[src/rtl/lbp_pkg.sv]
// Package for the block-interior LBP stream: widths, register indexes,
// reset values and the structs passed between the LBP submodules.
// No dependencies.
package lbp_pkg;

    // Line store geometry
    localparam int MAX_WIDTH = 256;
    localparam int ADDR_W    = $clog2(MAX_WIDTH);

    // Field and register widths
    localparam int PIX_W  = 8;
    localparam int BLK_W  = 8;
    localparam int PH_W   = 4;
    localparam int LW_W   = 9;
    localparam int BS_W   = 5;
    localparam int WEFF_W = (ADDR_W + 1 > LW_W) ? ADDR_W + 1 : LW_W;
    localparam int CFG_IDX_W = 1;

    // Configuration register indexes
    localparam logic [CFG_IDX_W-1:0] REG_LINE_WIDTH = 1'b0;
    localparam logic [CFG_IDX_W-1:0] REG_BLK_SIDE   = 1'b1;

    // Reset values and legal ranges
    localparam logic [LW_W-1:0] LW_RESET = 9'd100;
    localparam logic [BS_W-1:0] BS_RESET = 5'd10;
    localparam logic [LW_W-1:0] LW_MIN   = 9'd3;
    localparam logic [BS_W-1:0] BS_MIN   = 5'd3;
    localparam logic [BS_W-1:0] BS_MAX   = 5'd16;

    // Position information of one centre pixel
    typedef struct packed {
        logic [ADDR_W-1:0] addr;
        logic              valid;
        logic [BLK_W-1:0]  bcol;
        logic [BLK_W-1:0]  brow;
    } t_pos;

    // One line-store entry: pixel two rows up and one row up
    typedef struct packed {
        logic [PIX_W-1:0] top;
        logic [PIX_W-1:0] mid;
    } t_line_pair;

endpackage

[src/rtl/lbp_line_mem.sv]
// Two-row line store: one synchronous memory, one entry per column holding
// the pixels one and two rows up, with per-entry valid bits and forwarding.
// Depends on lbp_pkg.
module lbp_line_mem import lbp_pkg::*; (
    input  logic              i_clk,
    input  logic              i_rst_n,
    input  logic              i_rd_en,
    input  logic [ADDR_W-1:0] i_rd_addr,
    input  logic              i_wr_en,
    input  logic [ADDR_W-1:0] i_wr_addr,
    input  t_line_pair        i_wr_data,
    output t_line_pair        o_rd_data
);

    t_line_pair           mem [MAX_WIDTH];
    logic [MAX_WIDTH-1:0] r_vld;
    t_line_pair           r_rd_data;
    logic                 r_rd_vld;
    logic                 r_fwd;
    t_line_pair           r_fwd_data;

    // Memory array: write port and registered read port
    always_ff @(posedge i_clk) begin
        if (i_wr_en)
            mem[i_wr_addr] <= i_wr_data;
        if (i_rd_en)
            r_rd_data <= mem[i_rd_addr];
    end

    // Valid bits: an entry never written reads as zero
    always_ff @(posedge i_clk) begin
        if (!i_rst_n) begin
            r_vld <= '0;
        end else if (i_wr_en) begin
            r_vld[i_wr_addr] <= 1'b1;
        end
    end

    // Forward a write that lands on the entry read in the same cycle
    always_ff @(posedge i_clk) begin
        if (!i_rst_n) begin
            r_fwd    <= 1'b0;
            r_rd_vld <= 1'b0;
        end else if (i_rd_en) begin
            r_fwd    <= i_wr_en && (i_wr_addr == i_rd_addr);
            r_rd_vld <= r_vld[i_rd_addr];
        end
    end

    always_ff @(posedge i_clk) begin
        if (i_rd_en)
            r_fwd_data <= i_wr_data;
    end

    assign o_rd_data = r_fwd    ? r_fwd_data :
                       r_rd_vld ? r_rd_data  : '0;

endmodule

[config.mk]
export PLATFORM = sky130hd
export DESIGN_NAME = lbp_line_mem
export DESIGN_NICKNAME = d
export VERILOG_FILES = /design/src/rtl/lbp_pkg.sv /design/src/rtl/lbp_line_mem.sv
export SDC_FILE = /design/constraint.sdc
export NUM_CORES = 2
export LEC_CHECK = 0
export BUFFER_PORTS_ARGS = -buffer_cell sky130_fd_sc_hd__buf_2
export CORE_AREA = 2 2 579 581
export CTS_CLUSTER_DIAMETER = 150
export DETAILED_ROUTE_END_ITERATION = 10
export DIE_AREA = 0 0 581 583
export HOLD_SLACK_MARGIN = 0.06
export PLACE_DENSITY = 0.65
export SETUP_SLACK_MARGIN = 0.15
export SLEW_MARGIN = 15
export SYNTH_ARGS = -nofsm -noshare
export SYNTH_HDL_FRONTEND = slang
export SYNTH_SLANG_ARGS = --single-unit
[constraint.sdc]
create_clock -name i_clk -period 3.05 [get_ports i_clk]
set_clock_uncertainty 0.1 [all_clocks]
set_input_delay 0.305 -clock i_clk [delete_from_list [all_inputs] [get_ports i_clk]]
set_output_delay 0.305 -clock i_clk [all_outputs]
set_load 0.03 [all_outputs]
Word level (Yosys, flattened, before mapping)
Memory sizes are Yosys's and may differ from the RTL's. A register that Yosys moved wholly into a read port is not among the register bits.
Index checks and enable logic that the tools add are counted.
Word-level totals
  output and inout port bits: 16
  memory bits (writable): 4096
  memories: 1
  logic and storage cells: 21
  register bits after elaboration: 274
Cells by class
  equality and inequality tests: 1
  $lt $le $gt $ge: 3
  bitwise logic cells: 1
  mux-type cells: 8
  reductions and logical operators: 2
Memory list
  mem: depth 256, bits a word 16, read ports 1, clocked after memory_dff 1, write ports 1, line lbp_line_mem.sv:15  | t_line_pair mem [MAX_WIDTH];
Operators by type and width (count)
  256-bit OR: 1
  16-bit two-way mux: 2
  8-bit by 9-bit less-than comparator with 1-bit output, second input constant: 2
  1-bit binary-select mux with 8-bit select: 1
  1-bit demux with 8-bit select: 1
  8-bit == test: 1
  8-bit by 1-bit >= comparator with 1-bit output, second input constant: 1
  1-bit two-way mux: 4
  1-bit logical AND: 2

Depth between registers and ports, before layout
  depth after elaboration: 5
  gate-level depth with buffers: 11

Worst setup path before layout
Ideal clock, no wire load.
  path kind: input to register
  start point: input port i_wr_addr[6]
  end point: memory mem[207][0] in the netlist's numbering, enable pin
  data required time: 2.560 ns
  stages: 6
  data arrival time: 2.329 ns
  slack: 0.231 ns
  path through: clkbuf_1 nand2_1 or4b_2 clkbuf_1 clkbuf_1 nor2_1
RTL lines
  start, declared: line lbp_line_mem.sv:10  | input logic [ADDR_W-1:0] i_wr_addr,
  end, declared: line lbp_line_mem.sv:15
No word-level cell before the write port.

==> metrics.csv <==
stage,metric,value,unit
sta,fin crit period,2.95,ns
power_and_ir_drop,Int Pwr,101,mW
worst_setup_path,CP endpoint kind,register,
placement,PortBufs,51,
detailed_routing,top layer in use,met5,
power_and_ir_drop,sw frac,21.1,%
clock_network,CTS HTree Levels,5,
power_and_ir_drop,pwr/cell area,650,mW/mm^2
logic_synthesis,ys flop type,edfxtp_1,
worst_setup_path,"Req. time, crit path",3.67,ns
sta,RSZ-0062 raised after global routing,yes,
finish,fin nets,8822,
run_status,status,finished clean,
clock_network,Worst-Skew Late Latency,0.98,ns
worst_hold_path,Worst Hold Launch,i_wr_addr[3],
placement,HPWL Detailed,282000,um
clock_network,Clock Root Buffer,clkbuf_16,
detailed_routing,Vias,85800,
power_and_ir_drop,Gate power share,5.6,%
finish,"most common cell after layout, fill and taps aside",edfxtp_1,
detailed_routing,met3 routed WL,43700,um
floorplan,CORE AREA,0.332,mm^2
global_route,number of global-route vias before repair,85400,
worst_hold_path,Min-Delay Path Class,in -> reg,
worst_setup_path,reg2reg end,r_rd_data[10],
worst_setup_path,worst path arrival time,3.57,ns
detailed_routing,initial DRC count,11200,
worst_setup_path,Worst R2R Setup Slack,0.1,ns
global_route,largest net degree at the start of global routing,133,
power_and_ir_drop,leakage,63.0,nW
clock_network,Clock Path Buffers,4,
logic_synthesis,sequential area share after synthesis,77.9,%
detailed_routing,M1 WL,174000,um
worst_setup_path,Reg-to-Reg Start,mem[251][10],
sta,worst setup margin,0.0994,ns
worst_hold_path,Worst Hold End,mem[174][3],
detailed_routing,router iterations before antenna repair,6,
finish,"commonest non-fill, non-tap cells in the layout","4128 x edfxtp_1, 1083 x mux4_2, 1038 x buf_4",
finish,fillers,23300,
sta,Slew @ Worst Pin,1.18,ns
finish,Layout Utilization,59.0,%
detailed_routing,Detail Route met2 WL,213000,um
sta,Final Cycle Share,96.7,%
sta,Slew headroom,21.0,%
floorplan,Starting Density,49.9,%
sta,endpoints failing hold,0,
floorplan,Die W,581,um
finish,area growth from synthesis to layout,18.4,%
floorplan,row cnt,212,
worst_setup_path,worst reg-to-reg path cell count,6,
global_route,first-pass GRT wire length,635000,um
finish,fraction of layout cells with a size suffix above 1,34.1,%
logic_synthesis,number of synthesized flops with an enable pin,4128,
placement,routability cong.,0.872,
power_and_ir_drop,clock share of power,42.7,%
detailed_routing,Total Wirelength,449000,um
sta,final count of pins violating max slew,0,
global_route,GRT Total Usage,26.3,%
power_and_ir_drop,Sw Pwr,26.9,mW
sta,Peak Freq,339,MHz
clock_network,CTS tree,built,
logic_synthesis,Async SR Flop Fraction,0,%
worst_setup_path,crit-path max FO,1,
logic_synthesis,Syn Nets,7573,
sta,"Setup violations, final",0,
floorplan,full die area,0.339,mm^2
logic_synthesis,YS warnings,0,
detailed_routing,routed len/inst,33.1,um
detailed_routing,Via-to-Cell Ratio,6.33,
logic_synthesis,Seq cells post-synth,4386,
logic_synthesis,"Avg Cell Area, Syn",22.0,um^2
detailed_routing,Post-route DRC,0,
clock_network,"Reg clk slew, reported paths",0.06,ns
power_and_ir_drop,Peak VDD IR,0.503,mV
job,Max Cap Viol,0,
logic_synthesis,Netlist cell types,44,
global_route,antenna violations before repair,30,
logic_synthesis,mapped cell area,0.166,mm^2
worst_setup_path,CP Launch Type,register,
power_and_ir_drop,Sequential Power Share,51.8,%
logic_synthesis,Cells after Synth,7537,
worst_setup_path,critical path class,reg -> reg,
clock_network,Clock Sinks,4386,
floorplan,Top-Level Pins,52,
global_route,grt total ovfl,0,
clock_network,Num CTS Buffers,433,
placement,"worst slack, placed",-1.71,ns
worst_hold_path,hold path cells,4,
floorplan,Die Ht,583,um
detailed_routing,Routed Antenna Nets,0,
-- per-stage QoR --
step / std cells / power [mW] / setup TNS (ns) / hold slack (ns) / area [um^2]
after floorplan: 7537 / 70.2 / 0 / 0.304 / 166000
after detailed placement: 12700 / 74.2 / -18.47 / 0.349 / 181000
final: 13600 / 128 / 0 / 0.117 / 196000
after global routing: 13600 / 131 / 0 / 0.143 / 196000
after CTS: 13500 / 128 / 0 / 0.0615 / 196000
after global placement: 12700 / 74.1 / -18.63 / 0.341 / 181000
-- cells by family (layout without fill, tap and decap cells) --
| logic type | Yosys count | after routing | share of synthesized area, % |
|---|---|---|---|
| mux | 1106 | 1106 | 14.9 |
| flops | 4386 | 4386 | 77.9 |
| other cells | 0 | 15 | 0 |
| compound gates | 1114 | 1114 | 4.64 |
| simple gates | 441 | 441 | 1.21 |
| buf+inv | 482 | 2103 | 1.37 |
| xor+xnor | 8 | 8 | 0.0423 |
-- synthesized netlist by cell type, types with 2 or more instances --
library cell	n	share of area [%]
a21boi_0	3	0.014
nor2_1	263	0.60
edfxtp_1	4128	75
nand2b_1	6	0.023
nand4_1	11	0.042
nor3_1	2	0.0060
inv_1	3	0.0068
or2_2	2	0.0075
clkbuf_1	282	0.64
nand4b_1	2	0.011
xnor2_1	5	0.026
xor2_1	3	0.016
a211oi_1	3	0.014
buf_6	40	0.27
nand3_1	25	0.075
mux4_2	1083	15
mux2i_1	23	0.14
a22oi_1	522	2.4
o221ai_1	6	0.032
nor2b_1	15	0.057
nand2_1	31	0.070
buf_2	91	0.27
dfxtp_1	258	3.1
o22ai_1	35	0.13
a22o_1	17	0.090
nor4_1	65	0.25
buf_1	53	0.12
a21oi_1	260	0.78
or2_1	16	0.060
o21ai_0	4	0.012
buf_4	12	0.054
o21a_1	256	1.2
-- sequential cells by signal, indices dropped and copies added (netlist names) --
signal      cells
mem          4096
r_fwd           1
r_fwd_data     16
r_rd_data      16
r_rd_vld        1
r_vld         256
-- timing repair --
action	CTS	global route
endpoints found under the setup margin	31	17
pin swaps	7	13
endpoints found under the hold margin	3205	0
hold buffers	29	0
gates resized for setup	48	46
setup buffers	0	5
-- power groups by stage --
| stage | Clock, mW | Combinational, mW | Sequential (mW) |
|---|---|---|---|
| after floorplan | 0 | 2.97 | 67.3 |
| after global placement | 0 | 6.77 | 67.3 |
| after detailed placement | 0 | 6.89 | 67.3 |
| after CTS | 55.0 | 7.00 | 66.0 |
| after global routing | 57.3 | 7.37 | 66.0 |
| final | 54.4 | 7.08 | 66.0 |
-- worst max-delay path, cell delays in order, from the launching register on --
cell and delay (ns):
edfxtp_1 0.36, mux4_2 0.49, a22oi_1 0.43, a21oi_2 0.22, nor4_4 0.58, o22ai_4 0.23, or2_1 0.29
-- cell type report --
type / instances / area (um^2) / area share [%]
Clock buffer: 552 / 11700 / 5.94
Multi-Input combinational cell: 2669 / 35100 / 17.9
Sequential cell: 4386 / 129000 / 65.8
Inverter: 4 / 15.0 / 0.00765
Timing Repair Buffer: 1292 / 12000 / 6.11
Clock inverter: 255 / 2850 / 1.45
Antenna cell: 15 / 37.5 / 0.0191
Tap cell: 4387 / 5490 / 2.80
-- per-layer routing --
layer / vias to the layer above / global-route usage [%]
li1: 34600 / -
met1: 45900 / 37.2
met2: 4592 / 41.3
met3: 719 / 4.77
met4: 8 / 9.77
met5: - / 0
-- worst max-delay path by stage --
stage,startpoint,to,slack (ns),cells after the start
6_report,mem[251][10],r_rd_data[10],0.1,6
5_1_grt,mem[212][10],r_rd_data[10],0.03,8
4_1_cts,mem[251][10],r_rd_data[10],0.02,6
3_5_place_dp,i_rd_addr[0],r_rd_data[10],-1.71,10
3_3_place_gp,i_rd_addr[0],r_rd_data[10],-1.68,10
2_1_floorplan,i_wr_addr[6],mem[207][0],0.23,6
Note: power is estimated with default switching activity, not from simulation.
