===== config.mk =====
export PLATFORM = sky130hd
export DESIGN_NAME = lbp_cnt
export DESIGN_NICKNAME = d
export VERILOG_FILES = /design/src/rtl/lbp_pkg.sv /design/src/rtl/lbp_cnt.sv
export SDC_FILE = /design/constraint.sdc
export NUM_CORES = 1
export LEC_CHECK = 0
export ABC_CLOCK_PERIOD_IN_PS = 7700
export BUFFER_PORTS_ARGS = -buffer_cell sky130_fd_sc_hd__buf_2
export CAP_MARGIN = 20
export CORE_MARGIN = 2
export CORE_UTILIZATION = 63
export CTS_CLUSTER_SIZE = 25
export DETAILED_ROUTE_END_ITERATION = 8
export GPL_TIMING_DRIVEN = 0
export PLACE_DENSITY = 0.86
export SLEW_MARGIN = 30
export SYNTH_ARGS = -nofsm -noshare
export SYNTH_HDL_FRONTEND = slang
export SYNTH_SLANG_ARGS = --single-unit

===== constraint.sdc =====
create_clock -name i_clk -period 7.7 [get_ports i_clk]
set_input_delay 0 -clock i_clk [delete_from_list [all_inputs] [get_ports i_clk]]
set_output_delay 0 -clock i_clk [all_outputs]
set_load 0.01 [all_outputs]

===== src/rtl/lbp_pkg.sv =====
// Package for the block-interior LBP stream: widths, register indexes,
// reset values and the structs passed between the LBP submodules.
// No dependencies.
package lbp_pkg;

    // Line store geometry
    localparam int MAX_WIDTH = 256;
    localparam int ADDR_W    = $clog2(MAX_WIDTH);

    // Field and register widths
    localparam int PIX_W  = 8;
    localparam int BLK_W  = 8;
    localparam int PH_W   = 4;
    localparam int LW_W   = 9;
    localparam int BS_W   = 5;
    localparam int WEFF_W = (ADDR_W + 1 > LW_W) ? ADDR_W + 1 : LW_W;
    localparam int CFG_IDX_W = 1;

    // Configuration register indexes
    localparam logic [CFG_IDX_W-1:0] REG_LINE_WIDTH = 1'b0;
    localparam logic [CFG_IDX_W-1:0] REG_BLK_SIDE   = 1'b1;

    // Reset values and legal ranges
    localparam logic [LW_W-1:0] LW_RESET = 9'd100;
    localparam logic [BS_W-1:0] BS_RESET = 5'd10;
    localparam logic [LW_W-1:0] LW_MIN   = 9'd3;
    localparam logic [BS_W-1:0] BS_MIN   = 5'd3;
    localparam logic [BS_W-1:0] BS_MAX   = 5'd16;

    // Position information of one centre pixel
    typedef struct packed {
        logic [ADDR_W-1:0] addr;
        logic              valid;
        logic [BLK_W-1:0]  bcol;
        logic [BLK_W-1:0]  brow;
    } t_pos;

    // One line-store entry: pixel two rows up and one row up
    typedef struct packed {
        logic [PIX_W-1:0] top;
        logic [PIX_W-1:0] mid;
    } t_line_pair;

endpackage


===== src/rtl/lbp_cnt.sv =====
// Column/row counters and block phases for the incoming pixel.
// Produces the line-store address and block position of the centre.
// Depends on lbp_pkg.
module lbp_cnt import lbp_pkg::*; (
    input  logic             i_clk,
    input  logic             i_rst_n,
    input  logic             i_step,
    input  logic             i_frame_start,
    input  logic [LW_W-1:0]  i_line_width,
    input  logic [BS_W-1:0]  i_blk_side,
    output t_pos             o_pos
);

    typedef struct packed {
        logic [PH_W-1:0]  phase;
        logic [BLK_W-1:0] blk;
    } t_phase;

    logic [ADDR_W-1:0] r_col, n_col;
    logic              r_row_started, n_row_started;
    logic [PH_W-1:0]   r_cp, n_cp, r_rp, n_rp;
    logic [BLK_W-1:0]  r_bcc, n_bcc, r_brc, n_brc;

    logic [WEFF_W-1:0] w_eff;
    logic [BS_W-1:0]   bs_eff;
    logic [ADDR_W-1:0] col, c_sel;
    logic              started, last;
    logic [PH_W-1:0]   cp, rp;
    logic [BLK_W-1:0]  bcc, brc;
    t_phase            col_adv, row_adv;

    // Phase step with wrap at the block side and saturating block count
    function automatic t_phase advance(input logic [PH_W-1:0] phase,
                                       input logic [BLK_W-1:0] blk,
                                       input logic [BS_W-1:0] bs);
        t_phase           res;
        logic [BS_W-1:0]  p1;
        p1 = BS_W'(phase) + BS_W'(1);
        if (p1 >= bs) begin
            res.phase = '0;
            res.blk   = (blk == {BLK_W{1'b1}}) ? blk : blk + BLK_W'(1);
        end else begin
            res.phase = p1[PH_W-1:0];
            res.blk   = blk;
        end
        return res;
    endfunction

    // Clamp the registers to their usable ranges
    always_comb begin
        if (i_line_width < LW_MIN)
            w_eff = WEFF_W'(LW_MIN);
        else if (WEFF_W'(i_line_width) > WEFF_W'(MAX_WIDTH))
            w_eff = WEFF_W'(MAX_WIDTH);
        else
            w_eff = WEFF_W'(i_line_width);
        if (i_blk_side < BS_MIN)
            bs_eff = BS_MIN;
        else if (i_blk_side > BS_MAX)
            bs_eff = BS_MAX;
        else
            bs_eff = i_blk_side;
    end

    // Current position, after a frame start and a width wrap
    always_comb begin
        col     = i_frame_start ? '0   : r_col;
        started = i_frame_start ? 1'b0 : r_row_started;
        cp      = i_frame_start ? '0   : r_cp;
        rp      = i_frame_start ? '0   : r_rp;
        bcc     = i_frame_start ? '0   : r_bcc;
        brc     = i_frame_start ? '0   : r_brc;
        c_sel   = (WEFF_W'(col) >= w_eff) ? '0 : col;
        last    = (WEFF_W'(c_sel) + WEFF_W'(1)) >= w_eff;

        o_pos.addr  = c_sel;
        o_pos.valid = (cp != '0) && ((BS_W'(cp) + BS_W'(2)) <= bs_eff) &&
                      (rp != '0) && ((BS_W'(rp) + BS_W'(2)) <= bs_eff);
        o_pos.bcol  = bcc;
        o_pos.brow  = brc;
    end

    // Next counter state
    always_comb begin
        col_adv       = advance(cp, bcc, bs_eff);
        row_adv       = advance(rp, brc, bs_eff);
        n_row_started = started;
        n_rp          = rp;
        n_brc         = brc;
        if (last) begin
            n_col         = '0;
            n_cp          = '0;
            n_bcc         = '0;
            n_row_started = 1'b1;
            if (started) begin
                n_rp  = row_adv.phase;
                n_brc = row_adv.blk;
            end
        end else begin
            n_col = c_sel + ADDR_W'(1);
            n_cp  = cp;
            n_bcc = bcc;
            if (c_sel != '0) begin
                n_cp  = col_adv.phase;
                n_bcc = col_adv.blk;
            end
        end
    end

    always_ff @(posedge i_clk) begin
        if (!i_rst_n) begin
            r_col         <= '0;
            r_row_started <= 1'b0;
            r_cp          <= '0;
            r_rp          <= '0;
            r_bcc         <= '0;
            r_brc         <= '0;
        end else if (i_step) begin
            r_col         <= n_col;
            r_row_started <= n_row_started;
            r_cp          <= n_cp;
            r_rp          <= n_rp;
            r_bcc         <= n_bcc;
            r_brc         <= n_brc;
        end
    end

endmodule


# Yosys cells after proc, flatten, opt, wreduce, memory -nomap -nowiden
# Cells that the tools add are included.
[totals] regBits=33 input_bits=18 output_inout_bits=25 wordCells=57
[op_classes] addsub=8 n_lt_le_gt_ge=10 n_eq_ne=2 muxes=25 n_reduce_logical=6
[ops] cell="$mux 8" count=11
[ops] cell="$add 8x1->8 const B" count=3
[ops] cell="$mux 12" count=2
[ops] cell="$mux 4" count=6
[ops] cell="$mux 9" count=2
[ops] cell="$eq 8x8->1 const B" count=2
[ops] cell="$add 4x1->5 const B" count=2
[ops] cell="$add 4x2->5 const B" count=2
[ops] cell="$ge 5x5->1" count=2
[ops] cell="$le 5x5->1" count=2
[ops] cell="$mux 5" count=2
[ops] cell="$add 8x1->9 const B" count=1
[ops] cell="$ge 8x9->1" count=1
[ops] cell="$ge 9x9->1" count=1
[ops] cell="$gt 9x9->1 const B" count=1
[ops] cell="$lt 9x2->1 const B" count=1
[ops] cell="$reduce_bool 4->1" count=2
[ops] cell="$reduce_bool 8->1" count=1
[ops] cell="$gt 5x5->1 const B" count=1
[ops] cell="$lt 5x2->1 const B" count=1
[ops] cell="$logic_and 1x1->1" count=3
[ops] cell="$mux 1" count=2

# Longest topological paths before layout
[logic_depth] word_depth=8 ltp_mapped=22 depth_no_buf=22

# Worst setup path after synthesis
# No wires, ideal clock.
[synth_path] path_type="input port to flip-flop" start="in i_line_width[6]" end="reg r_brc[7]" setup_ps=76 arrival_ps=4293 required_ps=7624 slack_ps=3331 path_stages=22 n_path_buf=0 path_cell_list="or4_1 > nor3_1 > nor2_1 > nor2_1 > ha_1 > nand2b_1 > a31oi_1 > or3_1 > a21o_2 > nand3_1 > inv_1 > ha_1 > nand3_1 > nor2_1 > xnor2_1 > nor3_1 > ha_1 > o2111ai_1 > o211ai_1 > nand4_1 > or3_1 > a31oi_1"
[synth_rtl] item="start: declaration" line="lbp_cnt.sv:9" source="input logic [LW_W-1:0] i_line_width,"
[synth_rtl] item="end signal: assignment" line="lbp_cnt.sv:124" source="r_brc <= n_brc;"
[synth_rtl] item="end: declaration" line="lbp_cnt.sv:22" source="logic [BLK_W-1:0] r_bcc, n_bcc, r_brc, n_brc;"

# Worst setup path in the final report
[layout_path] start="in i_frame_start" end="reg r_bcc[0]"
[layout_between] elab_chain_cells=6 elab_cells_between_ends=16 classes_between="add/sub: 3; order compare: 3; eq/ne: 1; mux: 8; reduce/logical: 1"
[layout_lines] item="start: declaration" line="lbp_cnt.sv:8" source="input logic i_frame_start,"
[layout_lines] item="$mux 8 (tied with other cells)" line="lbp_cnt.sv:67" source="col = i_frame_start ? '0 : r_col;"
[layout_lines] item="$ge 8x9->1 (tied with other cells)" line="lbp_cnt.sv:73" source="c_sel = (WEFF_W'(col) >= w_eff) ? '0 : col;"
[layout_lines] item="$mux 8 (tied with other cells)" line="lbp_cnt.sv:73"
[layout_lines] item="$add 8x1->9 (tied with other cells)" line="lbp_cnt.sv:74" source="last = (WEFF_W'(c_sel) + WEFF_W'(1)) >= w_eff;"
[layout_lines] item="$ge 9x9->1 / $mux 8 (equally long branches)" line="lbp_cnt.sv:74, lbp_cnt.sv:103"
[layout_lines] item="$mux 8 *" line="lbp_cnt.sv:90" source="if (last) begin"
[layout_lines] item="end signal: assignment" line="lbp_cnt.sv:123" source="r_bcc <= n_bcc;"
[layout_lines] item="end: declaration" line="lbp_cnt.sv:22"
# Every way passes the cells marked *; elsewhere a longest branch is shown, timed or not.
# A chain may end at the register's enable or synchronous reset.

==> metrics.md <==
| Metric | Value |
|---|---|
| Grt met1 use | `35.9%` |
| Port-buffer cells | `41` |
| First-pass GRT wire length | `12700 um` |
| Crit. Startpoint | `i_frame_start` |
| All-Layer GR Usage | `29.2%` |
| Worst r2r dst | `r_bcc[0]` |
| Most frequent cells in the layout | `nand2_1 (49), ha_1 (47), buf_2 (43), dfxtp_1 (33), nor2b_1 (30)` |
| Share of layout cells above drive strength 1 | `13.5%` |
| Vias in the first global route | `2876` |
| Pins Over Slew Limit | `0` |
| Final setup TNS | `0 ps` |
| R2r worst-path depth | `19` |
| Drt wl/cell | `15.7 um` |
| Post-DP HPWL | `6260 um` |
| Worst setup EP type | `register` |
| Storage cell area | `661 um2` |
| Period minus WS final | `5440 ps` |
| Leakage | `1.75 nW` |
| Critical Path Fanout Max | `10` |
| Fillers | `382` |
| Count of non-filler cells in the finished layout | `513` |
| Via Count | `3284` |
| Worst reg2reg path startpoint | `r_col[2]` |
| Worst setup path endpoint | `r_bcc[0]` |
| HP Class | `input port to register` |
| Slew @ Worst Pin | `948 ps` |
| Vias per cell | `6.40` |
| Global route overflow | `0` |
| Critical path launch point type | `input port` |
| Initial antenna violation count | `0` |
| CTS root buffer | `clkbuf_8` |
| Final GP Congestion | `0.886` |
| Final Skew | `14.3 ps` |
| Post-layout nets | `510` |
| DRC Markers | `0` |
| Max_cap viols | `0` |
| Largest net degree at the start of global routing | `11` |
| Post_cts resized | `0` |
| Post-CTS Setup Bufs | `0` |
| Inserted Diodes | `0` |
| Initial DRT Pass Iterations | `6` |
| Post-synth EDFFs | `0` |
| Flops & latches, synth | `33` |
| GR Util met2 | `49.7%` |
| Run status | `finished clean` |
| Drt initial violations | `356` |
| Post-Place Cells | `505` |
| DRT antenna net count | `0` |
| M3 GR Usage | `7.63%` |
| Ys flop type | `dfxtp_1` |
| Yosys warning total | `0` |
| Cell area after synthesis | `3160 um2` |
| Syn Inst Count | `397` |
| IR drop worst, VDD | `0.163 mV` |
| Area of the core | `4790 um2` |
| FF-to-FF setup slack | `2460 ps` |
| Clock buffer depth | `2` |
| # clock sinks | `33` |
| Area growth syn-to-layout | `12.8%` |
| Post-synthesis cell type count | `56` |
| # rows | `25` |
| Pwr Density | `117 nW/um2` |
| Final hold violations | `0` |
| Most common cell after layout, fill and taps aside | `nand2_1` |
| Skew-Pair Late Insertion Delay | `290 ps` |
| H-tree depth | `2` |
| HP Start | `i_rst_n` |
| Final WL | `8040 um` |
| CTS tree | `done` |
| Die area | `5600 um2` |
| Power Total | `0.416 mW` |
| Die Y | `74.8 um` |
| Footprint of the multi-input gates | `2400 um2` |
| Ports | `43` |
| Die Width | `74.8 um` |
| Hold-fix buffers, CTS | `0` |
| Slew margin rel. | `36.3%` |
| Worst EP arrival | `5660 ps` |
| Critical path class | `input port to register` |
| Unrepaired setup endpoints after global routing | `false` |
| Register area share after synthesis | `20.9%` |
| Gr busiest metal | `met2` |
| Post-synth net total | `462` |
| Asr flop ratio synth | `0%` |
| CTS buffer count | `5` |
| Crit path required time | `7920 ps` |
| Fin crit share | `70.6%` |
| Max Fclk | `0.184 GHz` |
| Register clock-pin slew on the reported worst setup and hold paths | `80 ps` |
| Initial Utilization | `66.1%` |
| Final setup violation count | `0` |
| Syn avg cell area | `7.96 um2` |
-- sequential cells by signal (all words and copies together), names as in the netlist --
signal         count
r_cp               4
r_col              8
r_bcc              8
r_rp               4
r_brc              8
r_row_started      1
-- worst max-delay path, cell delays in order --
cell      delay [ps]
buf_2            150
buf_2            210
inv_1            220
clkbuf_1         460
nand2_1          130
ha_1             300
nand2b_1         140
a31oi_1          240
or3_1            170
a21o_2           200
nand3_1          130
inv_1            160
ha_1             220
nand3_1          130
nor2_1           280
xnor2_1          160
nor3_1            70
ha_1             220
nor3_1           300
o211ai_1         370
and2_1           280
o31ai_1          800
a32o_1           300
-- cell type report --
type	count	share of cell area, %
clock inverter	1	0.842
tap	67	2.35
sequential	33	18.5
inverter	16	1.68
buffer	11	1.23
clock buffer	7	2.42
multi-input combinational	337	67.2
timing repair buffer	41	5.75
-- cells by family (layout without fill, tap and decap cells) --
| family | Yosys count | in the layout | synth area share, % |
|---|---|---|---|
| buffers and inverters | 27 | 76 | 3.28 |
| adders and majority gates | 47 | 47 | 18.6 |
| muxes | 1 | 1 | 0.317 |
| xor gates and xnor gates | 12 | 12 | 3.32 |
| and+or+nand+nor | 183 | 183 | 31.2 |
| AOI/OAI and AO/OA | 94 | 94 | 22.4 |
| DFF | 33 | 33 | 20.9 |
-- metrics by stage --
stage	util (%)	worst slack, ps	hold slack, ps	instance area, um2
4_1_cts	74.5	2410	112	3570
3_5_place_dp	72.1	2170	376	3450
5_1_grt	74.5	2050	108	3570
3_3_place_gp	72.1	2270	382	3450
2_1_floorplan	-	3330	51.2	3160
6_report	74.5	2260	112	3570
-- where the power goes --
group / total [mW] / internal (mW) / switching [mW]
logic: 0.0695 / 0.0243 / 0.0452
registers: 0.173 / 0.172 / 0.00134
clock network: 0.174 / 0.106 / 0.0680
total: 0.416 / 0.302 / 0.115
-- worst min path at each step --
stage,to,slack (ps),cells past startpoint
floorplan,o_pos[2],50,1
global placement,o_pos[2],380,3
detailed placement,o_pos[2],380,3
CTS,r_brc[4],110,3
global route,r_brc[5],110,3
finish,r_brc[4],110,3
-- synth_stat cells, types with 2 or more instances --
cell type | instances | share of area [%]
dfxtp_1 | 33 | 21
nor4b_1 | 4 | 1.1
nor3_1 | 6 | 0.95
nor2b_1 | 30 | 5.9
o21ai_0 | 11 | 1.7
o21a_1 | 4 | 0.95
or3_1 | 2 | 0.40
o31ai_1 | 3 | 0.71
buf_2 | 2 | 0.32
a22o_1 | 5 | 1.4
o22ai_1 | 3 | 0.59
a21o_1 | 6 | 1.4
ha_1 | 47 | 19
nand4_1 | 10 | 2.0
nor2_1 | 23 | 2.7
and3_1 | 11 | 2.2
clkbuf_1 | 9 | 1.1
xnor2_1 | 6 | 1.7
o211ai_1 | 8 | 1.9
a211oi_1 | 2 | 0.47
nand2_1 | 49 | 5.8
nand2b_1 | 9 | 1.8
inv_1 | 14 | 1.7
nand3_1 | 16 | 2.5
xor2_1 | 6 | 1.7
a211o_1 | 5 | 1.4
a21oi_1 | 14 | 2.2
a31oi_1 | 8 | 1.6
a41o_1 | 2 | 0.63
a32o_1 | 9 | 2.8
or4_1 | 4 | 0.95
and2_1 | 6 | 1.2
nor3b_1 | 3 | 0.71
a41oi_1 | 3 | 0.83
o211a_1 | 2 | 0.63
nor4_1 | 2 | 0.40
-- metal layers --
| layer | part of all wire, % | routed length (um) |
|---|---|---|
| met5 | 0 | 0 |
| met4 | 2.2 | 176 |
| met3 | 7.0 | 564 |
| met2 | 48 | 3860 |
| met1 | 43 | 3430 |
Note: power is estimated with default switching activity, not from simulation.
