`src/rtl/lbp_pkg.sv`:
```
// Package for the block-interior LBP stream: widths, register indexes,
// reset values and the structs passed between the LBP submodules.
// No dependencies.
package lbp_pkg;

    // Line store geometry
    localparam int MAX_WIDTH = 256;
    localparam int ADDR_W    = $clog2(MAX_WIDTH);

    // Field and register widths
    localparam int PIX_W  = 8;
    localparam int BLK_W  = 8;
    localparam int PH_W   = 4;
    localparam int LW_W   = 9;
    localparam int BS_W   = 5;
    localparam int WEFF_W = (ADDR_W + 1 > LW_W) ? ADDR_W + 1 : LW_W;
    localparam int CFG_IDX_W = 1;

    // Configuration register indexes
    localparam logic [CFG_IDX_W-1:0] REG_LINE_WIDTH = 1'b0;
    localparam logic [CFG_IDX_W-1:0] REG_BLK_SIDE   = 1'b1;

    // Reset values and legal ranges
    localparam logic [LW_W-1:0] LW_RESET = 9'd100;
    localparam logic [BS_W-1:0] BS_RESET = 5'd10;
    localparam logic [LW_W-1:0] LW_MIN   = 9'd3;
    localparam logic [BS_W-1:0] BS_MIN   = 5'd3;
    localparam logic [BS_W-1:0] BS_MAX   = 5'd16;

    // Position information of one centre pixel
    typedef struct packed {
        logic [ADDR_W-1:0] addr;
        logic              valid;
        logic [BLK_W-1:0]  bcol;
        logic [BLK_W-1:0]  brow;
    } t_pos;

    // One line-store entry: pixel two rows up and one row up
    typedef struct packed {
        logic [PIX_W-1:0] top;
        logic [PIX_W-1:0] mid;
    } t_line_pair;

endpackage

```
`src/rtl/lbp_win.sv`:
```
// 3x3 window shift registers and the LBP code comparators.
// Centre is the middle pixel of the previous column.
// Depends on lbp_pkg.
module lbp_win import lbp_pkg::*; (
    input  logic             i_clk,
    input  logic             i_rst_n,
    input  logic             i_step,
    input  logic [PIX_W-1:0] i_top,
    input  logic [PIX_W-1:0] i_mid,
    input  logic [PIX_W-1:0] i_px,
    output logic [7:0]       o_code
);

    // [0..2]: previous column top/mid/bottom, [3..5]: the column before
    logic [PIX_W-1:0] r_win [6];
    logic [PIX_W-1:0] ctr;

    assign ctr = r_win[1];

    // Neighbours from top-left clockwise, MSB first
    assign o_code = {r_win[3] >= ctr, r_win[0] >= ctr, i_top >= ctr, i_mid >= ctr,
                     i_px >= ctr, r_win[2] >= ctr, r_win[5] >= ctr, r_win[4] >= ctr};

    always_ff @(posedge i_clk) begin
        if (!i_rst_n) begin
            for (int i = 0; i < 6; i++)
                r_win[i] <= '0;
        end else if (i_step) begin
            r_win[3] <= r_win[0];
            r_win[4] <= r_win[1];
            r_win[5] <= r_win[2];
            r_win[0] <= i_top;
            r_win[1] <= i_mid;
            r_win[2] <= i_px;
        end
    end

endmodule

```
`config.mk`:
```
export PLATFORM = sky130hd
export DESIGN_NAME = lbp_win
export DESIGN_NICKNAME = d
export VERILOG_FILES = /design/src/rtl/lbp_pkg.sv /design/src/rtl/lbp_win.sv
export SDC_FILE = /design/constraint.sdc
export NUM_CORES = 1
export LEC_CHECK = 0
export ABC_CLOCK_PERIOD_IN_PS = 2600
export BUFFER_PORTS_ARGS = -buffer_cell sky130_fd_sc_hd__buf_2
export CAP_MARGIN = 20
export CORE_MARGIN = 2
export CORE_UTILIZATION = 53
export CTS_CLUSTER_DIAMETER = 120
export DETAILED_ROUTE_END_ITERATION = 8
export PLACE_DENSITY = 0.72
export SYNTH_ARGS = -nofsm -noshare
export SYNTH_HDL_FRONTEND = slang
export SYNTH_SLANG_ARGS = --single-unit
```
`constraint.sdc`:
```
create_clock -name i_clk -period 2.6 [get_ports i_clk]
set_input_delay 0.78 -clock i_clk [delete_from_list [all_inputs] [get_ports i_clk]]
set_output_delay 0.78 -clock i_clk [all_outputs]
set_load 0.02 [all_outputs]
```
### Word-level counts from Yosys, hierarchy flattened

Memories as Yosys holds them, arrays and structs flattened.
Cells that the tools add are included.

| storage, ports and cells | value |
|---|---|
| bits in registers | 0 |
| RAM bits | 48 |
| output and inout port bits | 8 |
| word-level logic and storage cells | 25 |
| memories kept | 1 |

Memories:

| memory | depth | width | rd ports | clocked after memory_dff | wr ports | RTL line | source |
|---|---|---|---|---|---|---|---|
| r_win | 6 | 8 | 6 | 0 | 6 | lbp_win.sv:15 | `logic [PIX_W-1:0] r_win [6];` |

| cells by class | value |
|---|---|
| magnitude comparators | 8 |
| mux-type cells | 10 |
| bitwise operators | 6 |

Operator list:

| operator | number |
|---|---|
| $ge A8 B8 Y1 | 8 |
| $mux W8 | 6 |
| $or A1 B1 Y1 | 6 |
| $mux W1 | 4 |

### Longest topological paths before layout

Gate-level depths: netlist of run 1.

| depth | value |
|---|---|
| depth in word-level cells | 4 |
| gate-level depth with buffers | 5 |
| depth with buffers taken out | 5 |

### Worst setup path after synthesis of run 1

Ideal clock, no wire load.

| path | value |
|---|---|
| path kind | in2reg |
| start | input i_step |
| end | memory r_win[0][0] (enable) |
| setup time | 0.413 ns |
| data arrival time | 2.099 ns |
| data required time | 2.187 ns |
| path slack | 0.088 ns |
| cell stages on the path | 2 |
| cell sequence | buf_4 > nand2b_1 |

RTL lines:

| element | RTL line | source |
|---|---|---|
| from (decl) | lbp_win.sv:7 | `input logic i_step,` |
| to (decl) | lbp_win.sv:15 |  |

==> reports/qor.yml, run 1 <==
status:
  outcome: "finished, violations left"
  violations: "negative setup slack"
clock_network:
  clk_pin_slew_worst_paths_ns: 0.08
  htreeDepth: 2
  cts_buffers: 5
  postCtsHoldBufs: 0
  clockBufferDepth: 2
  root_buffer: "clkbuf_8"
  cts_tree: "yes"
  insertion_delay_ns: 0.29
  clock-sinks: 48
routing:
  routed_wl_mm: 6.13
  antenna_left: 0
  avgViaCountPerCell: 5.61
  wl_per_cell_um: 15.6
  drt_iter0_drc: 74
  vias: 2198
  first_pass_iters: 4
  route.detailed.drc: 0
logic_synthesis:
  ys_types: 13
  syn_area_um2: 3200
  synth_warnings: 0
  synthTopCellsByArea: "edfxtp_1 45%, ha_1 25%, and3_1 9.6%, a21o_1 5.6%, a221oi_2 3.8%"
  synth_edf_count: 48
  syn-instance-count: 258
  async_reset_ff_frac: 0
  synth-seq-cells: 48
  ys_seq_area_frac: 0.451
  synth_top_area_frac: 0.451
  syn_nets: 349
  ys.flop_type: "edfxtp_1"
  yosysMostFrequentCell: "ha_1"
  syn_avg_cell_area_um2: 12.4
  synth_common_cells: "64 x ha_1, 49 x and3_1, 48 x edfxtp_1, 24 x a21o_1, 15 x inv_1"
  yosysTopAreaCell: "edfxtp_1"
finish:
  antenna_cells: 0
  regArea_um2: 1440
  num-fill-cells: 435
  syn_to_final_growth_pct: 24.1
  largest_reg_flops: 48
  reg.largest.list: "r_win x48"
  final_layout_size_suffix_gt1_frac: 0.331
  fin_util: 0.674
  layout.nets: 407
  largest_register: "r_win"
  final_cell_area_um2: 3970
  multiInputGateArea_um2: 1850
worst_setup_path:
  crit_arrival_ns: 1.86
  reg2reg_to: "r_win[0][32]$_SDFFCE_PN0P_"
  path_class: "register to output pin"
  worst_r2r_path_depth: 2
  crit_path_start_kind: "register"
  startpoint: "r_win[0][14]$_SDFFCE_PN0P_"
  worstPathMaxFanout: 4
  r2r_slack_ns: 1.62
  reg2reg_from: "r_win[0][8]$_SDFFCE_PN0P_"
  required_ns: 1.82
  end_kind: "output pin"
  cp-endpoint: "o_code[5]"
floorplan:
  die_area_um2: 6670
  die_y_um: 81.7
  start_util: 0.543
  design.core.area_um2: 5890
  rows: 28
  ioPinCount: 35
  die_w_um: 81.7
timing:
  setup_tns_ns: -0.207
  min_period_ns: 2.64
  fmax_mhz: 378
  fin_skew_ns: 0.00461
  post-route-period-util: 1.02
  rsz0062_at_grt: "true"
  setup_viol: 7
  tightestPinTransition_ns: 0.565
  setup_ws_ns: -0.0450
  hold_viol: 0
  relSlewSlack: 0.623
  drv_slew: 0
min_path:
  hold_path.class: "register to register"
grt:
  grt_pass1_vias: 2139
  antenna_found_initial: 0
  grt-ovfl-total: 0
  grt_usage: 0.200
  grt_max_degree: 49
  grt_first_pass_wirelength_mm: 10.1
placed_design:
  dp_hpwl_mm: 4.32
  io_buffers: 34
  pre_cts_ws_ns: -0.0470
  placed_cell_area_um2: 3550
  gp_congestion: 0.729
power_and_ir_drop:
  vdd.ir_drop.worst_mv: 0.336
  p_per_area_nw_per_um2: 488
  p_leak_uw: 0.00196
  finalPower_uw: 1940
run:
  maxCapViolations: 0
[repair_timing]
item | in CTS | in global routing
resized for setup | 37 | 11
endpoints found under the setup margin | 8 | 8
buffers inserted | 9 | 1
endpoints found under the hold margin | 0 | 0
pin swaps | 15 | 13
[routing by layer]
layer	track usage	part of all wire	vias to the layer above
met3	0.0253	0.035	4
met2	0.330	0.47	43
met1	0.285	0.49	1028
met4	0.0417	0.0093	0
li1	-	-	1123
met5	0	0	-
[final cells by class]
cell class,instances,area share
multi-input combinational,185,0.467
sequential,48,0.363
timing repair buffer,61,0.110
tap,75,0.0237
clock buffer,7,0.0192
inverter,15,0.0161
clock inverter,1,0.000946
[stage by stage]
stage               std cells  hold WS, ns
floorplan                 258        0.548
global route              392        0.628
finish                    392        0.597
global placement          374        0.563
CTS                       391        0.601
detailed placement        374        0.563
[where the power goes]
group / switching (uW) / leakage (uW) / internal [uW]
registers: 32.5 / 0.000524 / 914
logic: 287 / 0.00139 / 300
clock network: 217 / 0.0000399 / 187
[placed cells by master, fill, tap and decap left out, types with 7 or more instances in the layout]
master,n
a221oi_2,8
ha_1,50
nand2b_1,8
a21o_1,24
and3_1,48
buf_4,26
inv_1,8
ha_4,13
o21ai_1,8
edfxtp_1,48
and3_4,8
buf_2,26
a31oi_1,7
nand3_1,8
buf_6,8
[worst max-delay path: stages (launching register included)]
cell      delay, ns
edfxtp_1       0.42
inv_2          0.13
buf_6          0.12
ha_1           0.23
a21o_1         0.19
a221oi_2       0.23
o21ai_1        0.09
buf_4          0.16
[worst min-delay path by stage]
stage	start	end	slack (ns)	cells past startpoint
final	r_win[0][16]$_SDFFCE_PN0P_	r_win[0][40]$_SDFFCE_PN0P_	0.60	1
after global routing	r_win[0][23]$_SDFFCE_PN0P_	r_win[0][47]$_SDFFCE_PN0P_	0.63	1
after CTS	r_win[0][16]$_SDFFCE_PN0P_	r_win[0][40]$_SDFFCE_PN0P_	0.60	1
after detailed placement	r_win[0][15]$_SDFFCE_PN0P_	r_win[0][39]$_SDFFCE_PN0P_	0.56	1
after global placement	r_win[0][15]$_SDFFCE_PN0P_	r_win[0][39]$_SDFFCE_PN0P_	0.56	1
after floorplan	r_win[0][0]$_SDFFCE_PN0P_	r_win[0][24]$_SDFFCE_PN0P_	0.55	1
[kinds of logic (layout without fill, tap and decap cells)]
group                      Yosys count  count (layout)  share of synthesized area
DFF                                 48              48                      0.451
adders and majority gates           64              64                      0.250
and+or+nand+nor                     73              73                      0.142
buffers and inverters               25              84                     0.0340
AOI/OAI and AO/OA                   48              48                      0.122
No activity file was read; power rests on OpenSTA's default activity.
==> run 2, diff against run 1 <==
- SETUP_SLACK_MARGIN: default -> 0.05
==> run 2 against run 1 <==
Effect of this change:
- non-clock buffer count unchanged
- largest power group unchanged
- sequential share of layout area unchanged
- routed wire length up 0.36%
- critical path type unchanged
- critical path depth unchanged
- the flow still finishes with violations (negative setup slack)
==> reports/qor.yml, run 2 (same netlist as run 1, synthesis figures left out) <==
floorplan:
  die_area_um2: 6670  # unchanged
  die_y_um: 81.7  # unchanged
  start_util: 0.543  # unchanged
  die_w_um: 81.7  # unchanged
  rows: 28  # unchanged
  ioPinCount: 35  # unchanged
  design.core.area_um2: 5890  # unchanged
power_and_ir_drop:
  p_per_area_nw_per_um2: 489  # was 488 nW/um2
  vdd.ir_drop.worst_mv: 0.337  # was 0.336 mV
  p_leak_uw: 0.00196  # unchanged
  finalPower_uw: 1940  # about the same
timing:
  fmax_mhz: 378  # about the same
  post-route-period-util: 1.02  # about the same
  tightestPinTransition_ns: 0.571  # was 0.565 ns
  hold_viol: 0  # unchanged
  setup_ws_ns: -0.0467  # was -0.0450 ns
  setup_viol: 7  # unchanged
  rsz0062_at_grt: "true"  # unchanged
  relSlewSlack: 0.620  # was 0.623
  whs_ns: 0.600  # was 0.597 ns
  drv_slew: 0  # unchanged
  fin_skew_ns: 0.00419  # was 0.00461 ns
  min_period_ns: 2.65  # was 2.64 ns
grt:
  grt_max_degree: 49  # unchanged
  grt_first_pass_wirelength_mm: 10.1  # unchanged
  grt_pass1_vias: 2137  # was 2,139
  grt-ovfl-total: 0  # unchanged
  antenna_found_initial: 0  # unchanged
  grt_usage: 0.200  # unchanged
min_path:
  hold_path.class: "register to register"  # unchanged
  whs_path_depth: 1  # unchanged
placed_design:
  dp_hpwl_mm: 4.32  # unchanged
  pre_cts_ws_ns: -0.0470  # unchanged
  gp_congestion: 0.729  # unchanged
  io_buffers: 34  # unchanged
finish:
  antenna_cells: 0  # unchanged
  layout.nets: 407  # unchanged
  final_cell_mix: "50 x ha_1, 48 x and3_1, 48 x edfxtp_1, 26 x buf_2, 26 x buf_4"  # unchanged
  final_common_cell: "ha_1"  # unchanged
  syn_to_final_growth_pct: 24.1  # unchanged
  num-fill-cells: 435  # unchanged
  final_layout_size_suffix_gt1_frac: 0.331  # unchanged
  largest_reg_flops: 48  # unchanged
  largest_register: "r_win"  # unchanged
  reg.largest.list: "r_win x48"  # unchanged
run:
  maxCapViolations: 0  # unchanged
routing:
  avgViaCountPerCell: 5.57  # was 5.61
  route.detailed.drc: 0  # unchanged
  routed_wl_mm: 6.15  # was 6.13 mm
  drt_iter0_drc: 75  # was 74
  first_pass_iters: 4  # unchanged
  antenna_left: 0  # unchanged
  vias: 2185  # was 2,198
  wl_per_cell_um: 15.7  # was 15.6 um
clock_network:
  htreeDepth: 2  # unchanged
  root_buffer: "clkbuf_8"  # unchanged
  clock-sinks: 48  # unchanged
  cts_buffers: 5  # unchanged
  clk_pin_slew_worst_paths_ns: 0.08  # about the same
  cts_tree: "yes"  # unchanged
  insertion_delay_ns: 0.29  # about the same
  clockBufferDepth: 2  # unchanged
worst_setup_path:
  worst-path-stages: 7  # unchanged
  required_ns: 1.82  # about the same
  end_kind: "output pin"  # unchanged
  critPathMaxStageDelay_ns: 0.42  # about the same
  worst_r2r_path_depth: 2  # unchanged
  cp_cell_sequence: "inv_2, buf_6, ha_1, a21o_1, a221oi_2, o21ai_1, buf_4"  # unchanged
  worstPathMaxFanout: 4  # unchanged
  crit_family: "compound AO/OA/AOI/OAI gates"  # unchanged
  crit_path_start_kind: "register"  # unchanged
  cp_slowest_cell: "edfxtp_1"  # unchanged
  crit_arrival_ns: 1.87  # was 1.86 ns
  path_class: "register to output pin"  # unchanged
  critical_path_buf_inv_count: 3  # unchanged
status:
  outcome: "finished, violations left"  # unchanged
  violations: "negative setup slack"  # unchanged
## run 2: cell counts in the layout (fill, tap and decap cells not counted)
Identical to the previous run, type by type.
## run 2: where the power goes
group | total (uW) | switching (uW) | internal (uW)
combinational | 587 | 287 | 300
sequential | 947 | 32.5 | 914
clock | 406 | 219 | 187
total | 1940 | 539 | 1400
## run 2: through the flow
stage | setup TNS [ns] | cells | util | area [um2]
floorplan | 0 | 258 | - | 3200
CTS | -0.269 | 391 | 0.658 | 3870
finish | -0.224 | 392 | 0.674 | 3970
detailed placement | -0.136 | 374 | 0.603 | 3550
global placement | -0.0816 | 374 | 0.603 | 3550
global route | -0.853 | 392 | 0.674 | 3970
## run 2: path summary, 6_finish.rpt
path,startpoint,endpoint,slack (ns)
worst min register to register,r_win[0][16]$_SDFFCE_PN0P_,r_win[0][40]$_SDFFCE_PN0P_,0.60
worst min-delay path,r_win[0][16]$_SDFFCE_PN0P_,r_win[0][40]$_SDFFCE_PN0P_,0.60
worst max-delay path,r_win[0][14]$_SDFFCE_PN0P_,o_code[5],-0.05
worst max register to register,r_win[0][8]$_SDFFCE_PN0P_,r_win[0][32]$_SDFFCE_PN0P_,1.62
## run 2: layer usage
layer,GRT usage,part of all wire,vias to the layer above
met3,0.0253,0.023,4
met4,0.0417,0.0093,0
li1,-,-,1124
met2,0.330,0.47,32
met5,0,0,-
met1,0.285,0.50,1025
## run 2: timing repair
action                     in CTS  in global routing
hold buffers                    0                  0
pin swaps                      15                 13
gates resized for setup        37                 11
setup endpoints to repair       8                  8
setup buffers                   9                  1
gates cloned                    0                  0
## run 2: final cells by class
class	instances	area, um2	area share
Clock buffer	7	76.3	0.0192
Clock inverter	1	3.75	0.000946
Sequential cell	48	1440	0.363
Inverter	15	63.8	0.0161
Tap cell	75	93.8	0.0237
Timing Repair Buffer	61	435	0.110
Multi-Input combinational cell	185	1850	0.467
==> run 3, diff against run 2 <==
==> constraint.sdc (replaced) <==
create_clock -name i_clk -period 2.6 [get_ports i_clk]
set_input_delay 0.39 -clock i_clk [delete_from_list [all_inputs] [get_ports i_clk]]
set_output_delay 0.39 -clock i_clk [all_outputs]
set_load 0.02 [all_outputs]
==> run 3 against run 2 <==
Effect of this change:
- the run now ends clean
- hold slack got worse by 0.19 ns
- count of clock-buffer cells in the layout unchanged
- setup slack improved by 0.21 ns
- register-to-register slack got worse by 0.18 ns
- clock power decreased by 1%
- largest cell class unchanged
- largest power group unchanged
- highest routed layer unchanged
==> reports/qor.yml, run 3 (same netlist as run 1, synthesis figures left out) <==
power_and_ir_drop:
  finalPower_uw: 1810  # was 1940 uW
  vdd.ir_drop.worst_mv: 0.286  # was 0.337 mV
  p_per_area_nw_per_um2: 508  # was 489 nW/um2
  p_leak_uw: 0.00185  # was 0.00196 uW
run:
  maxCapViolations: 0  # unchanged
grt:
  grt_usage: 0.194  # was 0.200
  antenna_found_initial: 0  # unchanged
  grt_max_degree: 49  # unchanged
  grt-ovfl-total: 0  # unchanged
  grt_first_pass_wirelength_mm: 9.43  # was 10.1 mm
  grt_pass1_vias: 1998  # was 2,137
routing:
  antenna_left: 0  # unchanged
  wl_per_cell_um: 15.6  # was 15.7 um
  route.met2.wl_mm: 2.62  # was 2.89 mm
  routed_wl_mm: 5.77  # was 6.15 mm
  route.detailed.drc: 0  # unchanged
  avgViaCountPerCell: 5.64  # was 5.57
  wl_met3_um: 186  # was 144 um
  first_pass_iters: 4  # unchanged
  vias: 2093  # was 2,185
  drt_iter0_drc: 114  # was 75
  wl_met1_mm: 2.85  # was 3.06 mm
  maxUsedRoutingLayer: "met4"  # unchanged
finish:
  largest_register: "r_win"  # unchanged
  finalNonFillerCells: 371  # was 392
  layout.nets: 386  # was 407
  reg.largest.list: "r_win x48"  # unchanged
  final_common_cell: "ha_1"  # unchanged
  antenna_cells: 0  # unchanged
  syn_to_final_growth_pct: 11.2  # was 24.1%
  largest_reg_flops: 48  # unchanged
  final_cell_mix: "64 x ha_1, 49 x and3_1, 48 x edfxtp_1, 34 x buf_2, 24 x a21o_1"  # was 50 x ha_1, 48 x and3_1, 48 x edfxtp_1, 26 x buf_2, 26 x buf_4
  fin_util: 0.604  # was 0.674
  final_layout_size_suffix_gt1_frac: 0.213  # was 0.331
worst_setup_path:
  reg2reg_from: "r_win[0][8]$_SDFFCE_PN0P_"  # unchanged
  reg2reg_to: "r_win[0][32]$_SDFFCE_PN0P_"  # unchanged
  r2r_slack_ns: 1.44  # was 1.62 ns
  worstPathMaxFanout: 8  # was 4
  end_kind: "output pin"  # unchanged
  worst_r2r_path_depth: 1  # was 2
  crit_arrival_ns: 2.05  # was 1.87 ns
  path_class: "register to output pin"  # unchanged
  required_ns: 2.21  # was 1.82 ns
  crit_path_start_kind: "register"  # unchanged
timing:
  drv_slew: 0  # unchanged
  hold_viol: 0  # unchanged
  fin_skew_ns: 0.00313  # was 0.00419 ns
  setup_viol: 0  # was 7
  tightestPinTransition_ns: 0.523  # was 0.571 ns
  relSlewSlack: 0.651  # was 0.620
  rsz0062_at_grt: "true"  # unchanged
  whs_ns: 0.410  # was 0.600 ns
  min_period_ns: 2.44  # was 2.65 ns
  fmax_mhz: 410  # was 378 MHz
  post-route-period-util: 0.938  # was 1.02
  setup_tns_ns: 0  # was -0.224 ns
min_path:
  whs_path_depth: 2  # was 1
  min_to: "r_win[0][16]$_SDFFCE_PN0P_"  # was r_win[0][40]$_SDFFCE_PN0P_
  min_from: "i_px[0]"  # was r_win[0][16]$_SDFFCE_PN0P_
  hold_path.class: "input port to register"  # was register to register
clock_network:
  cts_buffers: 5  # unchanged
  clk_pin_slew_worst_paths_ns: 0.08  # about the same
  postCtsHoldBufs: 0  # unchanged
  root_buffer: "clkbuf_8"  # unchanged
  clockBufferDepth: 2  # unchanged
  cts_tree: "yes"  # unchanged
  insertion_delay_ns: 0.29  # about the same
  htreeDepth: 2  # unchanged
  clock-sinks: 48  # unchanged
floorplan:
  die_w_um: 81.7  # unchanged
  die_area_um2: 6670  # unchanged
  die_y_um: 81.7  # unchanged
  ioPinCount: 35  # unchanged
  design.core.area_um2: 5890  # unchanged
  start_util: 0.543  # unchanged
  rows: 28  # unchanged
placed_design:
  dp_hpwl_mm: 4.10  # was 4.32 mm
  gp_congestion: 0.703  # was 0.729
  dpl.cell_count: 360  # was 374
  io_buffers: 34  # unchanged
status:
  outcome: "complete, no violations"  # was finished, violations left
## run 3: what timing repair did
item,4_1_cts,5_1_grt
endpoints found under the setup margin,0,2
buffers inserted,0,3
resized for setup,0,2
## run 3: how the worst max path moves through the flow
stage                                end  slack, ns                       start
5_1_grt                        o_code[2]       0.02  r_win[0][14]$_SDFFCE_PN0P_
3_5_place_dp                   o_code[2]       0.44  r_win[0][15]$_SDFFCE_PN0P_
4_1_cts                        o_code[2]       0.11  r_win[0][15]$_SDFFCE_PN0P_
3_3_place_gp                   o_code[6]       0.50  r_win[0][15]$_SDFFCE_PN0P_
2_1_floorplan  r_win[0][0]$_SDFFCE_PN0P_       0.48                      i_step
6_report                       o_code[6]       0.16  r_win[0][14]$_SDFFCE_PN0P_
## run 3: where the power goes
part	internal, uW	switching [uW]	leakage, uW
logic	208	254	0.00128
registers	913	30.5	0.000524
clock network	187	215	0.0000399
total	1310	500	0.00185
## run 3: per-layer routing
layer  up-vias  global-route usage
li1       1076                   -
met1       963               0.265
met2        45               0.314
met3         9              0.0308
met4         0              0.0700
met5         -                   0
## run 3: layout make-up
class | count | area (um2)
clock buffer | 7 | 76.3
clock inverter | 1 | 3.75
fill | 483 | 2330
inverter | 15 | 63.8
multi-input combinational | 185 | 1650
sequential | 48 | 1440
tap | 75 | 93.8
timing repair buffer | 40 | 228
## run 3: worst max-delay path, stage by stage, from the launching register on
cell,delay (ns)
edfxtp_1,0.39
clkinvlp_4,0.25
ha_1,0.38
a21o_1,0.20
a221oi_2,0.26
o21ai_1,0.10
buf_2,0.16
## run 3: stage by stage
step | worst slack, ns | instance area, um2
floorplan | 0.478 | 3200
global placement | 0.495 | 3450
detailed placement | 0.438 | 3450
CTS | 0.108 | 3530
global route | 0.0238 | 3560
finish | 0.162 | 3560
